--- config.mk ---
export PLATFORM = sky130hd
export DESIGN_NAME = rng_divider
export DESIGN_NICKNAME = d
export VERILOG_FILES = /design/src/hdl/rng_divider.sv
export SDC_FILE = /design/constraint.sdc
export NUM_CORES = 1
export LEC_CHECK = 0
export BUFFER_PORTS_ARGS = -buffer_cell sky130_fd_sc_hd__buf_4
export CORE_UTILIZATION = 47
export CTS_CLUSTER_DIAMETER = 100
export DETAILED_ROUTE_END_ITERATION = 10
export GPL_ROUTABILITY_DRIVEN = 0
export GPL_TIMING_DRIVEN = 0
export PLACE_DENSITY_LB_ADDON = 0.15
export SETUP_SLACK_MARGIN = 0.2
export SKIP_LAST_GASP = 1
export SLEW_MARGIN = 40
export SYNTH_ARGS = -nofsm -noshare
export SYNTH_HDL_FRONTEND = slang
export SYNTH_SLANG_ARGS = --single-unit
--- constraint.sdc ---
create_clock -name clk -period 2.3 [get_ports clk]
set_clock_uncertainty 0.05 [all_clocks]
set_input_delay 0.115 -clock clk [delete_from_list [all_inputs] [get_ports clk]]
set_output_delay 0.115 -clock clk [all_outputs]
set_load 0.02 [all_outputs]
--- src/hdl/rng_divider.sv ---
// restoring divider: mean = sum / n, one quotient bit a cycle
// no dependencies
`timescale 1ns / 1ps
module rng_divider #(
  parameter int unsigned SUM_W = 37,
  parameter int unsigned DEN_W = 11
) (
  input  logic             clk,
  input  logic             rst_n,
  input  logic             start,
  input  logic [SUM_W-1:0] num,
  input  logic [DEN_W-1:0] den,
  output logic             done,
  output logic [SUM_W-1:0] quot
);
  localparam int unsigned CNT_W = $clog2(SUM_W + 1);
  logic [SUM_W-1:0] q_r, q_nxt;
  logic [DEN_W:0]   rem_r, rem_nxt;
  logic [CNT_W-1:0] cnt_r, cnt_nxt;
  logic             busy_r, busy_nxt, done_r, done_nxt;
  logic [DEN_W:0]   trial;

  always_comb begin
    q_nxt = q_r;
    rem_nxt = rem_r;
    cnt_nxt = cnt_r;
    busy_nxt = busy_r;
    done_nxt = 1'b0;
    trial = {rem_r[DEN_W-1:0], q_r[SUM_W-1]};
    if (start) begin
      q_nxt = num;
      rem_nxt = '0;
      cnt_nxt = CNT_W'(SUM_W);
      busy_nxt = 1'b1;
    end else if (busy_r) begin
      if (trial >= {1'b0, den}) begin
        rem_nxt = trial - {1'b0, den};
        q_nxt = {q_r[SUM_W-2:0], 1'b1};
      end else begin
        rem_nxt = trial;
        q_nxt = {q_r[SUM_W-2:0], 1'b0};
      end
      cnt_nxt = cnt_r - 1'b1;
      if (cnt_r == CNT_W'(1)) begin
        busy_nxt = 1'b0;
        done_nxt = 1'b1;
      end
    end
  end

  always_ff @(posedge clk) begin
    q_r <= q_nxt;
    rem_r <= rem_nxt;
    cnt_r <= cnt_nxt;
    if (!rst_n) begin
      busy_r <= 1'b0;
      done_r <= 1'b0;
    end else begin
      busy_r <= busy_nxt;
      done_r <= done_nxt;
    end
  end

  assign done = done_r;
  assign quot = q_r;
endmodule

==> flow_summary_export.csv <==
group,metric,value,unit
yosys,async_flop_share,0,%
sta,period_share,104.1,%
placement,post-place-cells,415,
pwr,clock_power_share,21.7,%
sta,setup_viol,6,
sta,final_hold_viol_count,0,
final_layout,antennaDiodeCount,0,
worst_setup_path,worstRegToRegCells,10,
floorplan,ios,89,
worst_setup_path,worstPathMaxFanout,5,
pwr,powerDensity,651.0,nW/um^2
worst_setup_path,endpoint,"rem_r[1]$_SDFFE_PP0P_",
min_path,min_path_type,"input pin to flop",
yosys,ys_seq_area_share,49.79,%
worst_setup_path,worstSetupPathType,"flop to flop",
global_routing,grt_pass1_wl,9811,microns
yosys,synth-edff-count,37,
final_layout,layout-drive-gt1-share,46.11,%
clock_tree,cts_tree,"yes",
drt,post-route-drc-count,0,
clock_tree,clk_pin_slew,0.10,ns
floorplan,die_w,81.83,microns
yosys,postSynthCellCount,252,
clock_tree,cts_buffer_depth,2,
global_routing,grt_pass1_vias,2095,
drt,routed_via_density,5.262,
drt,wl,6532,microns
outcome,outcome,"finished, violations left",
global_routing,grt_util_all_layers,19.45,%
placement,io_buffers,88,
placement,place_ws,-0.1606,ns
clock_tree,cts_made_buffers,5,
clock_tree,root_buffer,"clkbuf_8",
drt,dr.pass1.iters,5,
yosys,synth_area_per_cell,11.89,sq um
clock_tree,cts.htree.levels,2,
flow_run,cap_viol_max_count,0,
global_routing,overflow,0,
final_layout,finalNonFillerCells,435,
global_routing,grt_max_degree,39,
drt,vias,2289,
clock_tree,clk_latency,0.31,ns
final_layout,syn2layout_area_growth,34.80,%
sta,rsz0062_at_grt,"yes",
worst_setup_path,r2r_end,"rem_r[1]$_SDFFE_PP0P_",
sta,fmax,417.5,MHz
floorplan,initial_core_util,49.71,%
pwr,pwr-share-seq,47.5,%
yosys,ys_ff_latch,56,
worst_setup_path,end_kind,"flop",
placement,dp_hpwl,4717,microns
floorplan,fp.dieH,81.83,microns
outcome,violations,"negative setup slack",
yosys,synth_flop_cell,"edfxtp_1",
pwr,switchingPower,0.7814,mW
drt,drtIter0Drc,79,
floorplan,rows,28,
pwr,leakagePower,1.695,nW
floorplan,core,6026,sq um
worst_setup_path,rrSetupSlack,-0.1,ns
clock_tree,cts.sink_count,56,
worst_setup_path,rr_startpoint,"quot[36]$_DFFE_PP_",
final_layout,final_nets,424,
pwr,intPower,1.847,mW
pwr,power,2.628,mW
drt,wl_per_cell,15.02,microns
worst_setup_path,worstPathArrival,2.55,ns
global_routing,antenna_found_initial,0,
sta,slew_headroom,62.16,%
yosys,ys_types,45,
yosys,synthTopCellsByArea,"edfxtp_1, mux2_2, dfxtp_1",
floorplan,die_area,6696,sq um
yosys,synth_largest_area_cell,"edfxtp_1",
worst_setup_path,required,2.45,ns
sta,tightest_slew,0.5597,ns
final_layout,fill_cells,491,
yosys,yosysTopAreaCellShare,37.09,%
pwr,combPwrFrac,30.8,%
pwr,netSwitchingFraction,29.73,%
sta,drv_slew,0,
yosys,syn-num-nets,317,
yosys,ys_warn_count,0,
sta,setup_ws,-0.09532,ns
worst_setup_path,crit_path_start,"quot[36]$_DFFE_PP_",
worst_setup_path,startpoint_type,"flop",
pwr,irDropWorstVdd,0.4204,mV
yosys,syn_area,2995,sq um
sta,period_needed,2.395,ns
drt,ant_nets,0,
[area by class of cell]
type                            instances  area [sq um]  area share, %
Multi-Input combinational cell        170          1466          36.32
Clock buffer                            6         82.58          2.045
Sequential cell                        56          1491          36.94
Timing Repair Buffer                  100         780.7          19.34
Inverter                               16         60.06          1.487
Tap cell                               75         93.84          2.324
Buffer                                 10         48.80          1.209
Clock inverter                          2         13.76         0.3409
[flip-flops by register name (all words and copies together) (netlist names)]
register,count
rem_r,11
done,1
quot,37
cnt_r,6
busy_r,1
[synth_stat cells (2+ instances only)]
cell type  instances
o31a_1             2
nor2_1            22
edfxtp_1          37
a21oi_1            8
o21ai_1            3
or3_1              2
ha_1              13
o211ai_1           2
o22ai_1            2
o311ai_0           2
o21a_1             2
nand2b_1           7
a311oi_1           2
xnor2_1            8
nand2_1            8
nor2b_1            2
o21ai_4            2
mux2_2            37
buf_1              3
o21ai_0            6
nand3_1            4
inv_1             16
or2_2              2
clkbuf_1           6
a211oi_1           8
dfxtp_1           19
and3_1             2
mux2i_1            7
nor3_1             2
[cells in the final DEF (no fill, tap or decap), drive strengths merged, types with 3 or more instances in the layout]
cell type	netlist	routed
nor2	22	22
clkbuf	6	12
nand2	8	8
inv	16	17
nand3	5	5
nor4	3	3
dfxtp	19	19
nand2b	7	7
buf	4	103
mux2i	7	7
a21oi	8	8
xnor2	8	8
edfxtp	37	37
ha	13	13
mux2	38	38
o21ai	11	11
a211oi	9	9
[power groups by stage]
stage | Clock, mW | Sequential (mW) | Combinational [mW]
floorplan | 0 | 1.35 | 0.382
global placement | 0 | 1.27 | 0.702
detailed placement | 0 | 1.27 | 0.713
CTS | 0.580 | 1.25 | 0.770
global route | 0.619 | 1.26 | 0.873
finish | 0.571 | 1.25 | 0.810
[kinds of logic (layout without fill, tap and decap cells)]
| group | Yosys count | in the layout | share of synthesized area (%) |
|---|---|---|---|
| buf+inv | 26 | 134 | 3.509 |
| flops | 56 | 56 | 49.79 |
| xor+xnor | 9 | 9 | 2.632 |
| fa+ha+maj | 14 | 14 | 6.099 |
| mux | 45 | 45 | 16.75 |
| simple gates | 61 | 61 | 11.45 |
| compound gates | 41 | 41 | 9.774 |
[worst max-delay path, cell delays in order (launching register included)]
cell	delay (ns)
edfxtp_1	0.43
inv_2	0.10
ha_4	0.14
fa_2	0.21
nor2b_2	0.05
o31a_1	0.35
o21ai_4	0.18
o21ai_4	0.11
buf_4	0.17
nor4bb_2	0.16
or3_1	0.35
[metal layers]
layer	global-route usage [%]	wire length (microns)	vias to the layer above
met5	0	0	-
met4	6.316	112	0
met3	4.889	333	15
met2	31.32	3167	67
met1	25.49	2918	1071
li1	-	-	1136
[worst min path at each step]
stage | start | endpoint | slack (ns) | cells after the start
CTS | num[9] | quot[9]$_DFFE_PP_ | 0.05 | 2
detailed placement | rst_n | busy_r$_SDFF_PN0_ | 0.30 | 3
global placement | rst_n | busy_r$_SDFF_PN0_ | 0.29 | 3
global route | num[9] | quot[9]$_DFFE_PP_ | 0.04 | 2
floorplan | rst_n | busy_r$_SDFF_PN0_ | 0.18 | 2
finish | num[10] | quot[10]$_DFFE_PP_ | 0.05 | 2
[repair_timing]
item,CTS,global route
setup endpoints to repair,12,12
gates resized for setup,8,9
gates cloned,1,0
pin swaps,13,10
hold buffers,1,0
buffers inserted,5,5
hold endpoints to repair,2,0
[metrics by stage]
stage	cell area, sq um	setup TNS [ns]	util, %	hold WS [ns]
detailed placement	3755	-1.554	62.31	0.3018
CTS	3953	-0.3923	65.59	0.04707
finish	4038	-0.3737	67.01	0.05345
global placement	3752	-0.9971	62.27	0.2930
floorplan	2998	-0.1834	-	0.1788
global route	4038	-1.499	67.01	0.03614
Note: power is estimated with default switching activity, not from simulation.
