$ cat src/hdl/rng_pkg.sv
// types and constants for rms_norm_row_gain
// no dependencies
`timescale 1ns / 1ps
package rng_pkg;
  localparam int unsigned MAX_ROW_LEN = 64;
  localparam int unsigned ROWLEN_W = 7;
  localparam int unsigned EPS_W    = 25;
  localparam int unsigned INV_W    = 37;
  localparam int unsigned CFG_IDX_W = 1;
  localparam logic [CFG_IDX_W-1:0] REG_ROW_LEN = 1'b0;
  localparam logic [CFG_IDX_W-1:0] REG_EPSILON = 1'b1;

  typedef struct packed {
    logic signed [15:0] x_sample;
    logic signed [15:0] gain;
  } in_item_t;

  typedef struct packed {
    logic signed [15:0] y_value;
    logic [5:0]         position;
    logic               last_of_row;
  } out_item_t;

  typedef enum logic [2:0] {
    ST_FILL, ST_DIV, ST_ROOT, ST_EMIT
  } state_t;

  typedef enum logic {
    RT_DIV, RT_SQRT
  } root_ph_t;
endpackage

$ cat src/hdl/rng_isqrt.sv
// inverse root: largest c with c*c*d <= 2^72, as isqrt(floor(2^72 / d))
// depends on rng_pkg
`timescale 1ns / 1ps
module rng_isqrt (
  input  logic                       clk,
  input  logic                       rst_n,
  input  logic                       start,
  input  logic [37:0]                den,
  output logic                       done,
  output logic [rng_pkg::INV_W-1:0]  inv
);
  // c*c*d <= 2^72 holds exactly when c*c <= floor(2^72 / d)
  localparam int unsigned NUM_W = 73;
  rng_pkg::root_ph_t ph_r, ph_nxt;
  logic [NUM_W-1:0]          q_r, q_nxt;
  logic [37:0]               rem_r, rem_nxt;
  logic [38:0]               trial;
  logic [NUM_W:0]            sq_r, sq_nxt;
  logic [rng_pkg::INV_W-1:0] root_r, root_nxt;
  logic [38:0]               srem_r, srem_nxt;
  logic [40:0]               s_cur, s_trial;
  logic [6:0]                cnt_r, cnt_nxt;
  logic                      busy_r, busy_nxt, done_r, done_nxt;
  logic [37:0]               d_r, d_nxt;

  always_comb begin
    q_nxt = q_r;
    rem_nxt = rem_r;
    sq_nxt = sq_r;
    root_nxt = root_r;
    srem_nxt = srem_r;
    cnt_nxt = cnt_r;
    ph_nxt = ph_r;
    busy_nxt = busy_r;
    done_nxt = 1'b0;
    d_nxt = d_r;
    trial = {rem_r, q_r[NUM_W-1]};
    s_cur = {srem_r, sq_r[NUM_W:NUM_W-1]};
    s_trial = {2'b00, root_r, 2'b01};
    if (start) begin
      q_nxt = {1'b1, {(NUM_W-1){1'b0}}};
      rem_nxt = '0;
      cnt_nxt = 7'(NUM_W);
      ph_nxt = rng_pkg::RT_DIV;
      busy_nxt = 1'b1;
      d_nxt = den;
    end else if (busy_r) begin
      unique case (ph_r)
        rng_pkg::RT_DIV: begin
          if (trial >= {1'b0, d_r}) begin
            rem_nxt = 38'(trial - {1'b0, d_r});
            q_nxt = {q_r[NUM_W-2:0], 1'b1};
          end else begin
            rem_nxt = trial[37:0];
            q_nxt = {q_r[NUM_W-2:0], 1'b0};
          end
          cnt_nxt = cnt_r - 1'b1;
          if (cnt_r == 7'd1) begin
            ph_nxt = rng_pkg::RT_SQRT;
            cnt_nxt = 7'(rng_pkg::INV_W);
            sq_nxt = {1'b0, q_nxt};
            root_nxt = '0;
            srem_nxt = '0;
          end
        end
        rng_pkg::RT_SQRT: begin
          if (s_cur >= s_trial) begin
            srem_nxt = 39'(s_cur - s_trial);
            root_nxt = {root_r[rng_pkg::INV_W-2:0], 1'b1};
          end else begin
            srem_nxt = s_cur[38:0];
            root_nxt = {root_r[rng_pkg::INV_W-2:0], 1'b0};
          end
          sq_nxt = {sq_r[NUM_W-2:0], 2'b00};
          cnt_nxt = cnt_r - 1'b1;
          if (cnt_r == 7'd1) begin
            busy_nxt = 1'b0;
            done_nxt = 1'b1;
          end
        end
        default: ;
      endcase
    end
  end

  always_ff @(posedge clk) begin
    q_r <= q_nxt;
    rem_r <= rem_nxt;
    sq_r <= sq_nxt;
    root_r <= root_nxt;
    srem_r <= srem_nxt;
    cnt_r <= cnt_nxt;
    d_r <= d_nxt;
    if (!rst_n) begin
      busy_r <= 1'b0;
      done_r <= 1'b0;
      ph_r <= rng_pkg::RT_DIV;
    end else begin
      busy_r <= busy_nxt;
      done_r <= done_nxt;
      ph_r <= ph_nxt;
    end
  end

  assign done = done_r;
  assign inv = root_r;
endmodule

$ cat config.mk
export PLATFORM = sky130hd
export DESIGN_NAME = rng_isqrt
export DESIGN_NICKNAME = d
export VERILOG_FILES = /design/src/hdl/rng_pkg.sv /design/src/hdl/rng_isqrt.sv
export SDC_FILE = /design/constraint.sdc
export NUM_CORES = 1
export LEC_CHECK = 0
export ABC_AREA = 1
export CAP_MARGIN = 20
export CELL_PAD_IN_SITES_DETAIL_PLACEMENT = 0
export CELL_PAD_IN_SITES_GLOBAL_PLACEMENT = 1
export CORE_MARGIN = 3
export CORE_UTILIZATION = 43
export CTS_CLUSTER_DIAMETER = 120
export DETAILED_ROUTE_END_ITERATION = 7
export DONT_BUFFER_PORTS = 1
export PLACE_DENSITY = 0.81
export SLEW_MARGIN = 20
export SYNTH_ARGS = -nofsm -noshare
export SYNTH_HDL_FRONTEND = slang
export SYNTH_SLANG_ARGS = --single-unit
$ cat constraint.sdc
create_clock -name clk -period 13.1 [get_ports clk]
set_input_delay 1.31 -clock clk [delete_from_list [all_inputs] [get_ports clk]]
set_output_delay 1.31 -clock clk [all_outputs]
set_load 0.05 [all_outputs]
==> results of run 1 <==
## critical path, cell delays in order (launching register included)
cell and delay, ns:
edfxtp_1 0.74, inv_1 0.10, ha_1 0.41, nand3_1 0.11
nand2_2 0.13, nand2_1 0.08, nand2_2 0.09, nand2_1 0.07
nand2_2 0.11, nand3_2 0.10, nand2_2 0.11, nand2_2 0.09
nand2_4 0.45, inv_4 0.24, nor2_1 0.18, nor2_1 0.07
## cell usage after synthesis (5+ instances only)
cell,number,area share [%]
xor2_1,38,1.8
ha_1,79,5.5
inv_1,409,8.5
buf_2,9,0.25
nand2_2,8,0.28
o21ai_1,26,0.72
nand3_1,217,6.0
a21o_1,5,0.21
dfxtp_1,121,13
buf_6,9,0.56
nand3b_1,8,0.33
a21oi_1,91,2.5
xnor2_1,8,0.39
nand4_1,37,1.3
buf_1,9,0.19
nor2_1,237,4.9
nor2_2,10,0.35
nor3_1,12,0.33
clkbuf_1,49,1.0
o21a_1,6,0.25
edfxtp_1,188,31
a21oi_2,6,0.29
o21bai_1,13,0.54
o21ai_0,189,5.2
nand2_1,598,12
## final cells by class
| type | count | area share [%] |
|---|---|---|
| clock buffer | 46 | 4.95 |
| clock inverter | 18 | 0.946 |
| inverter | 414 | 7.96 |
| multi-input combinational | 1607 | 41.0 |
| sequential | 309 | 41.2 |
| tap | 532 | 3.40 |
| timing repair buffer | 11 | 0.486 |
## metrics by stage
stage	setup WS [ns]	instance area [um2]	power [W]	cells	utilization (%)
after global routing	9.44	19600	0.00220	2937	47.6
after global placement	9.48	18400	0.00115	2872	44.8
after detailed placement	9.44	18400	0.00115	2872	44.8
after CTS	9.61	19600	0.00215	2936	47.6
final	9.76	19600	0.00212	2937	47.6
after floorplan	5.00	18000	0.00113	2409	-
## flip-flops by register name (all words and copies together) (netlist names)
| register | cells |
|---|---|
| sq_r | 74 |
| q_r | 73 |
| srem_r | 39 |
| d_r | 38 |
| rem_r | 38 |
| inv | 37 |
| cnt_r | 7 |
| busy_r | 1 |
| done | 1 |
| ph_r | 1 |
## worst min path at each step
stage	from	to	slack [ns]	cells after the start
global placement	q_r[70]	q_r[71]	0.46	2
global route	q_r[70]	q_r[71]	0.50	2
floorplan	rem_r[27]	rem_r[27]	0.45	2
detailed placement	q_r[64]	q_r[65]	0.47	2
CTS	q_r[65]	q_r[66]	0.47	2
finish	q_r[68]	q_r[69]	0.47	2
## kinds of logic after synthesis
family	Yosys count	share of synthesized area, %
XOR/XNOR	46	2.23
adder cells (fa/ha/maj)	80	5.59
flip-flops	309	44.8
AO/OA/AOI/OAI	345	10.1
AND/OR/NAND/NOR	1136	26.5
buffers and inverters	493	10.8
## power groups by stage
| stage | registers (W) | clock network (W) | logic (W) |
|---|---|---|---|
| 3_5_place_dp | 0.00106 | 0 | 0.0000916 |
| 6_report | 0.00104 | 0.000992 | 0.0000921 |
| 4_1_cts | 0.00104 | 0.00102 | 0.0000920 |
| 2_1_floorplan | 0.00106 | 0 | 0.0000697 |
| 3_3_place_gp | 0.00106 | 0 | 0.0000914 |
| 5_1_grt | 0.00104 | 0.00106 | 0.000104 |
## per-layer routing
layer	global-route usage (%)	vias to the layer above	routed length, um
met5	0	-	0
met4	5.08	0	955
met3	3.02	69	1760
met2	33.5	280	20700
met1	28.2	6960	21800
li1	-	7692	-
==> flow_summary.ini, run 1 <==
[layout]
final_common_cell = nand2_1
antenna_cells = 0
final_cell_mix = nand2_1, inv_1, nor2_1, nand3_1, o21ai_0
nets = 2499
syn_to_final_growth_pct = 8.61
multi_input_area_mm2 = 0.00804
seq_area_mm2 = 0.00807
nFillCells = 4149
drive_gt1_share_pct = 4.32

[detailed_routing]
drtAntennaViolNets = 0
wirelength_um = 45200
viasPerCell = 5.11
drc_errors = 0
drt-wirelength-per-cell_um = 15.4
vias = 15000
drtIter0Drc = 1136
dr.pass1.iters = 6

[cts]
clk_pin_slew_worst_paths_ns = 0.06
clockRootBuffer = clkbuf_16
cts_tree = yes
post_cts_buffers = 0
cts_resized = 0
clock_latency_ns = 0.56
clkSinkCount = 309
cts_buffers = 35
cts_hold_buf = 0
cts-htree-levels = 2
cts_max_path_buffers = 3

[outcome]
status = finished clean

[sta]
setup_tns_ns = 0
setup_viol_count_final = 0
fin_crit_sh_pct = 25.5
maxSlewHeadroom_pct = 34.1
maxSlewViolCount = 0
tightest_slew_ns = 0.989
holdWs_ns = 0.473
max_freq_mhz = 300
hold_viol = 0
rsz0062_at_grt = false
fin_crit_ns = 3.34
final.setup_skew_ns = 0.0202

[power_and_ir_drop]
power.leakage_nw = 8.88
p_int_w = 0.00164
pwr_density_cell_mw_per_mm2 = 108
pwr-share-comb_pct = 4.3
p_sw_share_pct = 22.6
p_clk_share_pct = 46.7
pwr-share-seq_pct = 49.0
irDropWorstVdd_v = 0.000100
power.switching_w = 0.000479

[floorplanning]
core_area_mm2 = 0.0411
die_x_um = 211
die_h_um = 211
design.die.area_mm2 = 0.0444
io_pins = 79
rows = 74
start_util_pct = 43.9

[yosys]
synth.distinct_cells = 41
synth_flop_cell = edfxtp_1
netlist_area_mm2 = 0.0180
yosys_warnings = 0
postSynthCellCount = 2409
synth_edf_count = 188
syn-num-nets = 2530
synth_seq_cells = 309
synthArstFlopShare_pct = 0
seq_area_frac_synth_pct = 44.8
avgSynthCellArea_um2 = 7.48

[worst_setup_path]
reg2reg_depth = 15
cp-end-kind = register
worst-r2r-setup-slack_ns = 9.76
crit_path_start_kind = register
r2r-start = inv[0]
path_max_fanout = 51
worstSetupStartpoint = inv[0]
endpoint = srem_r[11]
worstReg2RegEnd = srem_r[11]
cp.required_ns = 13.39
arrival_ns = 3.63
crit_type = register to register

[global_routing]
grt_usage_pct = 20.3
grt_max_degree = 88
grt_pass1_vias = 14400
grt_pass1_wl_um = 73800
antenna_found_initial = 0
grt-ovfl-total = 0

[placed_design]
dp_hpwl_um = 32600
gp_congestion = 0.978
io_buffers = 0

[flow_run]
maxCapViolCount = 0

[hold_path]
worstHoldPathType = register to register
Note: power is estimated with default switching activity, not from simulation.
==> run 2, diff against run 1 <==
clock period = 2.9 ns   (was 13.1 ns; I/O delays follow)
==> run 2 against run 1 <==
Wire length up 3.6%. Non-clock buffer count up 89. Highest routed layer unchanged. Worst hold slack worse by 0.39 ns. Global-route usage up 0.75 points. Cell area up 4.5%. Critical path depth down 4. Via count up 2.6%. Register-to-register slack worse by 9.5 ns.
==> flow_summary.ini, run 2 (synthesis results as in run 1) <==
[outcome]
status = finished clean

[floorplanning]
io_pins = 79
die_h_um = 211
core_area_mm2 = 0.0411
die_x_um = 211
rows = 74
start_util_pct = 43.9
design.die.area_mm2 = 0.0444

[hold_path]
worstHoldPathType = primary input to register

[layout]
finalInstanceArea_mm2 = 0.0205
nets = 2589
largest_register = sq_r
largest_reg_flops = 74
largestRegisters = sq_r (74), q_r (73), srem_r (39)
antenna_cells = 0
syn_to_final_growth_pct = 13.5
drive_gt1_share_pct = 6.45
final_cell_mix = nand2_1, inv_1, nor2_1, nand3_1, o21ai_0
final_common_cell = nand2_1

[detailed_routing]
drt-wirelength-per-cell_um = 15.5
vias = 15400
drtAntennaViolNets = 0
dr.pass1.iters = 5
drtIter0Drc = 1065
wirelength_um = 46800
drc_errors = 0
viasPerCell = 5.08

[power_and_ir_drop]
irDropWorstVdd_v = 0.000455
pwr_density_cell_mw_per_mm2 = 477
power.leakage_nw = 9.33

[sta]
max_freq_mhz = 379
maxSlewHeadroom_pct = 36.9
rsz0062_at_grt = false
setup_viol_count_final = 0
tightest_slew_ns = 0.946
final.setup_skew_ns = 0.0234
fin_crit_ns = 2.64
fin_crit_sh_pct = 91.1
holdWs_ns = 0.0871
hold_viol = 0
setup_ws_ns = 0.259
maxSlewViolCount = 0

[global_routing]
grt_pass1_wl_um = 76500
grt_usage_pct = 21.0
antenna_found_initial = 0
grt-ovfl-total = 0
grt_pass1_vias = 15100
grt_max_degree = 222

[cts]
cts-htree-levels = 2
cts_tree = yes
clock_latency_ns = 0.55
cts_max_path_buffers = 3
clkSinkCount = 309
clockRootBuffer = clkbuf_16
post_cts_buffers = 0
cts_buffers = 36
clk_pin_slew_worst_paths_ns = 0.07

[worst_setup_path]
path_max_fanout = 18
cp-end-kind = register
cp.required_ns = 3.19
cpMaxStageDelayCell = edfxtp_1
crit_type = register to register
cpPeakStageDelay_ns = 0.41
arrival_ns = 2.93
path_cells = ha_1 -> a21oi_1 -> o21ai_0 -> a21o_1 -> a21oi_2 -> nand2_2 -> nand2_2 -> nand2_4 -> buf_4 -> nor2_1 -> nor2_1
crit_path_start_kind = register

[placed_design]
gp_congestion = 0.968
dp_hpwl_um = 33600
place_area_mm2 = 0.0188
pre_cts_slack_ns = 0.310
io_buffers = 0

[flow_run]
maxCapViolCount = 0
run 2: cell types whose count changed in the layout (fill, tap and decap cells not counted), moves of 3 or more:
cell / change
buf_12: +4
buf_4: +45
clkbuf_8: +5
dlygate4sd3_1: +39
inv_6: -3
run 2: worst max-delay path: cells and delay by family, from the launching register on:
kind	cells	cell delay (ns)
AOI/OAI and AO/OA	4	0.84
and+or+nand+nor	5	0.58
DFF	1	0.41
adders and majority gates	1	0.36
buffers and inverters	1	0.21
run 2: area by class of cell:
class                   count  area (um2)
clock buffers              51        1080
well taps                 532         666
multi-input cells        1607        8040
inverters                 414        1560
fillers                  4112       20600
repair buffers            100         931
flip-flops and latches    309        8070
clock inverters            15         123
run 2: routing by layer:
metal | vias up | GRT usage [%] | wire (um)
met1 | 7103 | 28.4 | 21600
met3 | 85 | 3.16 | 2080
met2 | 327 | 35.1 | 21800
met4 | 0 | 6.61 | 1390
met5 | - | 0 | 0
li1 | 7879 | - | -
run 2: per-stage QoR:
stage	cells	power (W)	utilization [%]	TNS, ns
floorplan	2409	0.00510	-	-340.52
global placement	2922	0.00522	45.8	0
detailed placement	2922	0.00522	45.8	0
CTS	3028	0.00988	49.8	0
global route	3028	0.0101	49.8	0
finish	3028	0.00975	49.8	0
run 2: worst paths after layout:
path         slack [ns]  cells past startpoint       start    endpoint
min reg2reg        0.47                      2     q_r[48]     q_r[49]
max                0.26                     11  srem_r[22]  srem_r[25]
max reg2reg        0.26                     11  srem_r[22]  srem_r[25]
min                0.09                      2       start   rem_r[28]
run 2: power by group:
part           internal [W]  leakage [nW]  total [W]  switching (W)
logic              0.000153          6.00   0.000493       0.000340
clock network       0.00270         0.591    0.00456        0.00186
registers           0.00467          2.74    0.00470      0.0000230
run 2: repair_timing:
| item | CTS | global route |
|---|---|---|
| hold buffers | 40 | 0 |
| hold endpoints to repair | 95 | 0 |
| resized for setup | 0 | 0 |
